<file path="config.mk">
export PLATFORM = sky130hd
export DESIGN_NAME = conv2d_operand_address_generator
export DESIGN_NICKNAME = d
export VERILOG_FILES = /design/src/hw/rtl/c2dag_pkg.sv /design/src/hw/rtl/conv2d_operand_address_generator.sv
export SDC_FILE = /design/constraint.sdc
export NUM_CORES = 2
export LEC_CHECK = 0
export ABC_AREA = 1
export BUFFER_PORTS_ARGS = -buffer_cell sky130_fd_sc_hd__clkbuf_2
export CAP_MARGIN = 20
export CORE_MARGIN = 4
export CORE_UTILIZATION = 50
export CTS_CLUSTER_DIAMETER = 200
export DETAILED_ROUTE_END_ITERATION = 12
export PLACE_DENSITY_LB_ADDON = 0.25
export SYNTH_ARGS = -nofsm -noshare
export SYNTH_HDL_FRONTEND = slang
export SYNTH_SLANG_ARGS = --single-unit
</file>
<file path="constraint.sdc">
create_clock -name aclk -period 7.3 [get_ports aclk]
set_input_delay 0 -clock aclk [delete_from_list [all_inputs] [get_ports aclk]]
set_output_delay 0 -clock aclk [all_outputs]
set_load 0.005 [all_outputs]
</file>
<file path="src/hw/rtl/c2dag_pkg.sv">
// Package for the conv2d operand address generator.
// Holds tensor shape constants, register indexes and the reciprocal table.
// No dependencies.
package c2dag_pkg;

    localparam int MAX_BATCH      = 16;
    localparam int IN_CHANNELS    = 64;
    localparam int OUT_CHANNELS   = 64;
    localparam int FEATURE_GROUPS = 1;
    localparam int KERNEL_HEIGHT  = 3;
    localparam int KERNEL_WIDTH   = 3;

    localparam int GIN  = (IN_CHANNELS / FEATURE_GROUPS == 0) ? 1 :
                          IN_CHANNELS / FEATURE_GROUPS;
    localparam int GOUT = (OUT_CHANNELS / FEATURE_GROUPS == 0) ? 1 :
                          OUT_CHANNELS / FEATURE_GROUPS;

    localparam int CH_W        = 12;
    localparam int U_W         = 15;
    localparam int RECIP_SHIFT = 19;
    localparam int RECIP_W     = RECIP_SHIFT + 1;
    localparam int ADDR_W      = 32;

    localparam int CFG_IDX_W  = 3;
    localparam int CFG_DATA_W = 11;

    localparam logic [CFG_IDX_W-1:0] REG_STRIDE_Y        = 3'd0;
    localparam logic [CFG_IDX_W-1:0] REG_STRIDE_X        = 3'd1;
    localparam logic [CFG_IDX_W-1:0] REG_PAD_TOP         = 3'd2;
    localparam logic [CFG_IDX_W-1:0] REG_PAD_LEFT        = 3'd3;
    localparam logic [CFG_IDX_W-1:0] REG_KERNEL_DILATION = 3'd4;
    localparam logic [CFG_IDX_W-1:0] REG_INPUT_DILATION  = 3'd5;
    localparam logic [CFG_IDX_W-1:0] REG_INPUT_HEIGHT    = 3'd6;
    localparam logic [CFG_IDX_W-1:0] REG_INPUT_WIDTH     = 3'd7;

    // floor(2^19 / d); zero divisor behaves as one
    function automatic logic [RECIP_W-1:0] recip(input logic [3:0] d);
        logic [RECIP_W-1:0] m;
        case (d)
            4'd2:    m = 20'd262144;
            4'd3:    m = 20'd174762;
            4'd4:    m = 20'd131072;
            4'd5:    m = 20'd104857;
            4'd6:    m = 20'd87381;
            4'd7:    m = 20'd74898;
            4'd8:    m = 20'd65536;
            4'd9:    m = 20'd58254;
            4'd10:   m = 20'd52428;
            4'd11:   m = 20'd47662;
            4'd12:   m = 20'd43690;
            4'd13:   m = 20'd40329;
            4'd14:   m = 20'd37449;
            4'd15:   m = 20'd34952;
            default: m = 20'd524288;
        endcase
        return m;
    endfunction

    // absolute input channel for an output channel and group channel
    function automatic logic [CH_W-1:0] in_chan(input logic [5:0] oc,
                                                input logic [5:0] gc);
        int grp;
        grp = 0;
        for (int g = 0; g < FEATURE_GROUPS; g++) begin
            if (32'(oc) >= g * GOUT) grp = g;
        end
        return CH_W'(grp * GIN + 32'(gc));
    endfunction

endpackage

</file>
<file path="src/hw/rtl/conv2d_operand_address_generator.sv">
// Top level of the conv2d operand address generator: six-stage pipeline.
// Depends on c2dag_pkg.
//
// Takes one tap request per transfer and returns one result per request, in
// order. Throughput is one transfer per clock while m_tready does not hold
// the output. Stage 1 forms the unpadded coordinates, stages 2 and 3 divide
// by the input dilation through a reciprocal multiply and a one-step
// correction, stages 4 to 6 build the linear input address with one multiply
// each. Each stage holds its item while the next is full, so empty stages
// fill even when the output waits. The user must make configuration writes
// only while no request is in flight; the block itself does not enforce it.
module conv2d_operand_address_generator (
    input  logic                               aclk,
    input  logic                               aresetn,
    input  logic                               cfg_wr_en,
    input  logic [c2dag_pkg::CFG_IDX_W-1:0]    cfg_index,
    input  logic [c2dag_pkg::CFG_DATA_W-1:0]   cfg_data,
    input  logic                               s_tvalid,
    output logic                               s_tready,
    // batch_index[3:0], out_channel[9:4], out_row[19:10], out_col[29:20],
    // tap_row[32:30], tap_col[35:33], group_channel[41:36], zero fill
    input  logic [47:0]                        s_tdata,
    output logic                               m_tvalid,
    input  logic                               m_tready,
    // input_address[31:0], kernel_address[63:32]
    output logic [63:0]                        m_tdata,
    // tap_valid[0]
    output logic [0:0]                         m_tuser
);
    import c2dag_pkg::*;

    typedef struct packed {
        logic [3:0]     b;
        logic [5:0]     oc;
        logic [2:0]     ky;
        logic [2:0]     kx;
        logic [5:0]     gc;
        logic           ok;
        logic           negy;
        logic           negx;
        logic [U_W-1:0] uy;
        logic [U_W-1:0] ux;
    } st1_t;

    typedef struct packed {
        st1_t           base;
        logic [U_W-1:0] qy;
        logic [U_W-1:0] qx;
    } st2_t;

    typedef struct packed {
        logic [3:0]  b;
        logic [5:0]  oc;
        logic [2:0]  ky;
        logic [2:0]  kx;
        logic [5:0]  gc;
        logic        ok;
        logic [10:0] iy;
        logic [10:0] ix;
    } st3_t;

    typedef struct packed {
        logic              ok;
        logic [10:0]       ix;
        logic [CH_W-1:0]   ch;
        logic [14:0]       t1;
        logic [ADDR_W-1:0] ka;
    } st4_t;

    typedef struct packed {
        logic              ok;
        logic [CH_W-1:0]   ch;
        logic [25:0]       t2;
        logic [ADDR_W-1:0] ka;
    } st5_t;

    typedef struct packed {
        logic              ok;
        logic [ADDR_W-1:0] ia;
        logic [ADDR_W-1:0] ka;
    } st6_t;

    typedef struct packed {
        logic        ok;
        logic [10:0] coord;
    } axis_t;

    logic [4:0]  stride_y_reg, stride_x_reg;
    logic [3:0]  pad_top_reg, pad_left_reg;
    logic [3:0]  kernel_dilation_reg, input_dilation_reg;
    logic [10:0] input_height_reg, input_width_reg;

    logic v1_reg, v2_reg, v3_reg, v4_reg, v5_reg, v6_reg;
    logic rdy1, rdy2, rdy3, rdy4, rdy5, rdy6;
    st1_t s1_reg, s1_next;
    st2_t s2_reg, s2_next;
    st3_t s3_reg, s3_next;
    st4_t s4_reg, s4_next;
    st5_t s5_reg, s5_next;
    st6_t s6_reg, s6_next;

    logic [3:0]         d_eff;
    logic [RECIP_W-1:0] recip_m;
    axis_t              ay, ax;

    // finish one axis: correct the quotient, check remainder and range
    function automatic axis_t axis_fix(input logic [U_W-1:0] u,
                                       input logic           neg,
                                       input logic [U_W-1:0] q0,
                                       input logic [3:0]     d,
                                       input logic [10:0]    size);
        logic [U_W-1:0] r;
        logic [U_W-1:0] q;
        logic [U_W-1:0] rem;
        axis_t          res;
        r = u - U_W'(19'(q0) * 19'(d));
        if (r >= U_W'(d)) begin
            q   = q0 + U_W'(1);
            rem = r - U_W'(d);
        end else begin
            q   = q0;
            rem = r;
        end
        res.ok    = !neg && (rem == '0) && (q < U_W'(size));
        res.coord = q[10:0];
        return res;
    endfunction

    assign d_eff   = (input_dilation_reg == 4'd0) ? 4'd1 : input_dilation_reg;
    assign recip_m = recip(d_eff);

    assign rdy6     = !v6_reg || m_tready;
    assign rdy5     = !v5_reg || rdy6;
    assign rdy4     = !v4_reg || rdy5;
    assign rdy3     = !v3_reg || rdy4;
    assign rdy2     = !v2_reg || rdy3;
    assign rdy1     = !v1_reg || rdy2;
    assign s_tready = rdy1;

    // stage 1: unpadded coordinates and index checks
    always_comb begin
        logic [16:0] py, px;
        py = 17'(s_tdata[19:10] * stride_y_reg)
           + 17'(s_tdata[32:30] * kernel_dilation_reg) - 17'(pad_top_reg);
        px = 17'(s_tdata[29:20] * stride_x_reg)
           + 17'(s_tdata[35:33] * kernel_dilation_reg) - 17'(pad_left_reg);
        s1_next.b    = s_tdata[3:0];
        s1_next.oc   = s_tdata[9:4];
        s1_next.ky   = s_tdata[32:30];
        s1_next.kx   = s_tdata[35:33];
        s1_next.gc   = s_tdata[41:36];
        s1_next.ok   = (32'(s_tdata[3:0]) < MAX_BATCH)
                    && (32'(s_tdata[9:4]) < OUT_CHANNELS)
                    && (32'(s_tdata[32:30]) < KERNEL_HEIGHT)
                    && (32'(s_tdata[35:33]) < KERNEL_WIDTH)
                    && (32'(s_tdata[41:36]) < GIN);
        s1_next.negy = py[16];
        s1_next.negx = px[16];
        s1_next.uy   = py[U_W-1:0];
        s1_next.ux   = px[U_W-1:0];
    end

    // stage 2: approximate quotient
    always_comb begin
        s2_next.base = s1_reg;
        s2_next.qy   = U_W'((35'(s1_reg.uy) * 35'(recip_m)) >> RECIP_SHIFT);
        s2_next.qx   = U_W'((35'(s1_reg.ux) * 35'(recip_m)) >> RECIP_SHIFT);
    end

    // stage 3: exact quotient and bounds
    always_comb begin
        ay = axis_fix(s2_reg.base.uy, s2_reg.base.negy, s2_reg.qy, d_eff,
                      input_height_reg);
        ax = axis_fix(s2_reg.base.ux, s2_reg.base.negx, s2_reg.qx, d_eff,
                      input_width_reg);
        s3_next.b  = s2_reg.base.b;
        s3_next.oc = s2_reg.base.oc;
        s3_next.ky = s2_reg.base.ky;
        s3_next.kx = s2_reg.base.kx;
        s3_next.gc = s2_reg.base.gc;
        s3_next.ok = s2_reg.base.ok && ay.ok && ax.ok;
        s3_next.iy = ay.coord;
        s3_next.ix = ax.coord;
    end

    // stage 4: row term and kernel address
    always_comb begin
        logic [ADDR_W-1:0] ka;
        ka = ((ADDR_W'(s3_reg.ky) * ADDR_W'(KERNEL_WIDTH) + ADDR_W'(s3_reg.kx))
              * ADDR_W'(GIN) + ADDR_W'(s3_reg.gc)) * ADDR_W'(OUT_CHANNELS)
             + ADDR_W'(s3_reg.oc);
        s4_next.ok = s3_reg.ok;
        s4_next.ix = s3_reg.ix;
        s4_next.ch = in_chan(s3_reg.oc, s3_reg.gc);
        s4_next.t1 = 15'(15'(s3_reg.b) * 15'(input_height_reg) + 15'(s3_reg.iy));
        s4_next.ka = s3_reg.ok ? ka : '0;
    end

    // stage 5: pixel index
    always_comb begin
        s5_next.ok = s4_reg.ok;
        s5_next.ch = s4_reg.ch;
        s5_next.t2 = 26'(26'(s4_reg.t1) * 26'(input_width_reg) + 26'(s4_reg.ix));
        s5_next.ka = s4_reg.ka;
    end

    // stage 6: input address
    always_comb begin
        s6_next.ok = s5_reg.ok;
        s6_next.ia = s5_reg.ok ? ADDR_W'(ADDR_W'(s5_reg.t2) * ADDR_W'(IN_CHANNELS)
                                        + ADDR_W'(s5_reg.ch)) : '0;
        s6_next.ka = s5_reg.ka;
    end

    always_ff @(posedge aclk) begin
        if (!aresetn) begin
            stride_y_reg        <= 5'd1;
            stride_x_reg        <= 5'd1;
            pad_top_reg         <= 4'd0;
            pad_left_reg        <= 4'd0;
            kernel_dilation_reg <= 4'd1;
            input_dilation_reg  <= 4'd1;
            input_height_reg    <= 11'd1;
            input_width_reg     <= 11'd1;
        end else if (cfg_wr_en) begin
            unique case (cfg_index)
                REG_STRIDE_Y:        stride_y_reg        <= cfg_data[4:0];
                REG_STRIDE_X:        stride_x_reg        <= cfg_data[4:0];
                REG_PAD_TOP:         pad_top_reg         <= cfg_data[3:0];
                REG_PAD_LEFT:        pad_left_reg        <= cfg_data[3:0];
                REG_KERNEL_DILATION: kernel_dilation_reg <= cfg_data[3:0];
                REG_INPUT_DILATION:  input_dilation_reg  <= cfg_data[3:0];
                REG_INPUT_HEIGHT:    input_height_reg    <= cfg_data;
                REG_INPUT_WIDTH:     input_width_reg     <= cfg_data;
                default: ;
            endcase
        end
    end

    always_ff @(posedge aclk) begin
        if (!aresetn) begin
            v1_reg <= 1'b0;
            v2_reg <= 1'b0;
            v3_reg <= 1'b0;
            v4_reg <= 1'b0;
            v5_reg <= 1'b0;
            v6_reg <= 1'b0;
        end else begin
            if (rdy1) v1_reg <= s_tvalid;
            if (rdy2) v2_reg <= v1_reg;
            if (rdy3) v3_reg <= v2_reg;
            if (rdy4) v4_reg <= v3_reg;
            if (rdy5) v5_reg <= v4_reg;
            if (rdy6) v6_reg <= v5_reg;
        end
    end

    always_ff @(posedge aclk) begin
        if (rdy1 && s_tvalid) s1_reg <= s1_next;
        if (rdy2 && v1_reg)   s2_reg <= s2_next;
        if (rdy3 && v2_reg)   s3_reg <= s3_next;
        if (rdy4 && v3_reg)   s4_reg <= s4_next;
        if (rdy5 && v4_reg)   s5_reg <= s5_next;
        if (rdy6 && v5_reg)   s6_reg <= s6_next;
    end

    assign m_tvalid = v6_reg;
    assign m_tdata  = {s6_reg.ka, s6_reg.ia};
    assign m_tuser  = s6_reg.ok;

    a_reset_empties: assert property (@(posedge aclk)
        !aresetn |=> !m_tvalid)
        else $error("output valid after reset");

    a_invalid_zero: assert property (@(posedge aclk) disable iff (!aresetn)
        (m_tvalid && !m_tuser[0]) |-> (m_tdata == '0))
        else $error("invalid tap carries nonzero address");

    a_coord_range: assert property (@(posedge aclk) disable iff (!aresetn)
        (v3_reg && s3_reg.ok) |->
            (s3_reg.iy < input_height_reg) && (s3_reg.ix < input_width_reg))
        else $error("valid tap outside image");

    a_empty_ready: assert property (@(posedge aclk) disable iff (!aresetn)
        !v1_reg |-> s_tready)
        else $error("empty first stage refuses transfer");

endmodule

</file>
==> impl_metrics.yaml <==
run_status:
  status: "complete, no violations"
grt:
  grt_util_all_layers: 0.255
  grt_first_pass_wirelength_mm: 205
  antenna_found_initial: 4
  grt_pass1_vias: 37400
  grt_max_degree: 51
  overflow: 0
drt:
  firstDrtPassIters: 7
  vias_per_cell: 5.19
  vias: 36600
  routed_wl_mm: 129
  drc: 0
  postRouteAntennaNets: 0
  drtIter0Drc: 2655
  route.detailed.wl_per_inst_um: 18.3
yosys:
  async_flop_share: 0
  synth_area_leader_cell: "fa_1"
  yosys_warnings: 0
  synth-seq-cells: 389
  yosysMostFrequentCell: "inv_1"
  syn_area_per_cell_um2: 8.80
  synth_top_area_frac: 0.320
  ys_seq_area_frac: 0.227
  syn_area_mm2: 0.0491
  ys.flop_type: "edfxtp_1"
  synth_edf_count: 335
  synthCells: 5577
  yosys-top-cells-count: "1,380 x inv_1, 1,200 x nand2_1, 784 x fa_1"
  synthDistinctLibCells: 56
  synth.top_cells.by_area: "fa_1 32%, edfxtp_1 21%, ha_1 11%"
hold_path:
  hp-class: "input port to flip-flop"
  hold_start: "cfg_data[2]"
sta:
  fin_ws_ps: 360
  finalHoldViolCount: 0
  period_share: 0.951
  max-slew-margin-rel: 0.326
  max_freq_ghz: 0.144
  slew_viol_final: 0
  setup_viol: 0
  rsz0062_at_grt: "true"
  finalCriticalPeriod_ps: 6940
  tns_ps: 0
  skew_ps: 31.2
  whs_ps: 32.1
  tightestPinTransition_ps: 1010
critical_path:
  cp_common_cell: "fa_1"
  cp.required_ps: 7610
  cpPeakStageDelay_ps: 530
  critPathLaunch: "input_dilation_reg[2]"
  startpoint_type: "flip-flop"
  crit_slowest_cell: "fa_1"
  critical_path_class: "flip-flop to flip-flop"
  cp_data_arrival_time_ps: 7250
  r2r_setup_slack_ps: 360
  path_buf_inv: 7
  end_kind: "flip-flop"
  path_delay_family: "adder cells"
  worstPathMaxFanout: 35
  r2r-start: "input_dilation_reg[2]"
die:
  dieWidth_um: 321
  rows: 114
  io_pins: 134
  die_area_mm2: 0.103
  core_area_mm2: 0.0970
  start_util: 0.506
  die_h_um: 321
flow_run:
  max-cap-violations: 0
clock_tree:
  clk_latency_ps: 590
  cts_root_buffer: "clkbuf_16"
  path_clk_slew_ps: 60
  cts_tree: "done"
  cts_made_buffers: 41
  cts_max_level: 2
  clock_sinks: 389
  cts_buffer_depth: 3
power_and_ir_drop:
  p_total_mw: 17.6
  irDropWorstVdd_mv: 0.522
  power_leakage_nw: 27.1
  p_per_area_mw_per_mm2: 329
placement:
  portBuffers: 112
  placed_cells: 6926
  dp_slack_ps: 48.0
  placed_area_mm2: 0.0515
  place.gp.congestion: 0.983
  dp_hpwl_mm: 106
final_layout:
  finish.utilization: 0.551
  final_nets: 7015
  finish.instance_area_mm2: 0.0534
  largest_reg_flops: 85
  syn2layout_area_growth_pct: 8.94
  final_cells: 7053
  drive_gt1_frac: 0.0653
-- what timing repair did --
action                                  in CTS  in global routing
hold buffers                                44                  0
setup buffers                                0                  2
gates cloned                                 0                  1
resized for setup                            1                 25
pin swaps                                    0                  0
endpoints found under the hold margin       71                  0
endpoints found under the setup margin       2                 22
-- final cells by class --
| cell class | instances | area (µm²) |
|---|---|---|
| Timing Repair Buffer | 274 | 1970 |
| Inverter | 1395 | 5240 |
| Clock inverter | 18 | 206 |
| Clock buffer | 58 | 1160 |
| Sequential cell | 389 | 11100 |
| Antenna cell | 1 | 2.50 |
| Multi-Input combinational cell | 3642 | 32100 |
| Tap cell | 1276 | 1600 |
| Fill cell | 8739 | 43500 |
-- layer usage --
metal	wire, µm	GRT usage	up-vias
met5	20	0	-
met1	53900	0.347	18000
li1	-	-	17000
met2	60900	0.423	1346
met3	9560	0.0392	257
met4	4660	0.0800	2
-- layout by cell type (no fill, tap or decap), types with 8 or more instances in the layout --
cell | Yosys | routed
inv_1 | 1380 | 1377
o21bai_1 | 11 | 11
dlygate4sd3_1 | 0 | 44
nand2_1 | 1200 | 1200
buf_4 | 16 | 109
nand3_1 | 119 | 119
nor3_1 | 24 | 23
nor2_4 | 5 | 8
o21ai_0 | 104 | 100
edfxtp_1 | 335 | 335
a21oi_1 | 182 | 181
nand2_2 | 20 | 20
nand4_1 | 38 | 38
nor2_1 | 474 | 471
clkbuf_1 | 138 | 12
fa_1 | 784 | 784
xor2_1 | 107 | 106
clkinv_1 | 7 | 8
clkbuf_2 | 0 | 112
xnor2_1 | 34 | 34
o21a_1 | 8 | 8
o211ai_1 | 8 | 8
ha_1 | 421 | 417
dfxtp_1 | 54 | 53
inv_2 | 8 | 12
conb_1 | 1 | 15
clkbuf_16 | 0 | 43
-- cells by family (layout without fill, tap and decap cells) --
kind of cell	after synthesis	in the layout	share of synthesized area
simple gates	1925	1925	0.159
flops	389	389	0.227
xor+xnor	142	142	0.0255
other cells	1	16	0.0000764
fa+ha+maj	1205	1205	0.427
compound gates	355	355	0.0398
buf+inv	1560	1745	0.121
-- power breakdown --
part	total [mW]	switching [mW]	internal (mW)	leakage [nW]
logic	12.0	7.78	4.22	22.8
registers	3.46	0.548	2.91	3.56
clock network	2.15	0.911	1.23	0.670
-- worst min-delay path, delay by kind of cell --
kind / cells / cell delay (ps)
AND/OR/NAND/NOR: 2 / 240
buffers and inverters: 1 / 320
-- worst paths after layout --
kind                                        end  cells past startpoint
worst min register to register       s4_reg[62]                      0
worst max-delay path                 s2_reg[26]                     26
worst max register to register       s2_reg[26]                     26
worst min-delay path            stride_y_reg[2]                      3
Note: power is estimated with default switching activity, not from simulation.
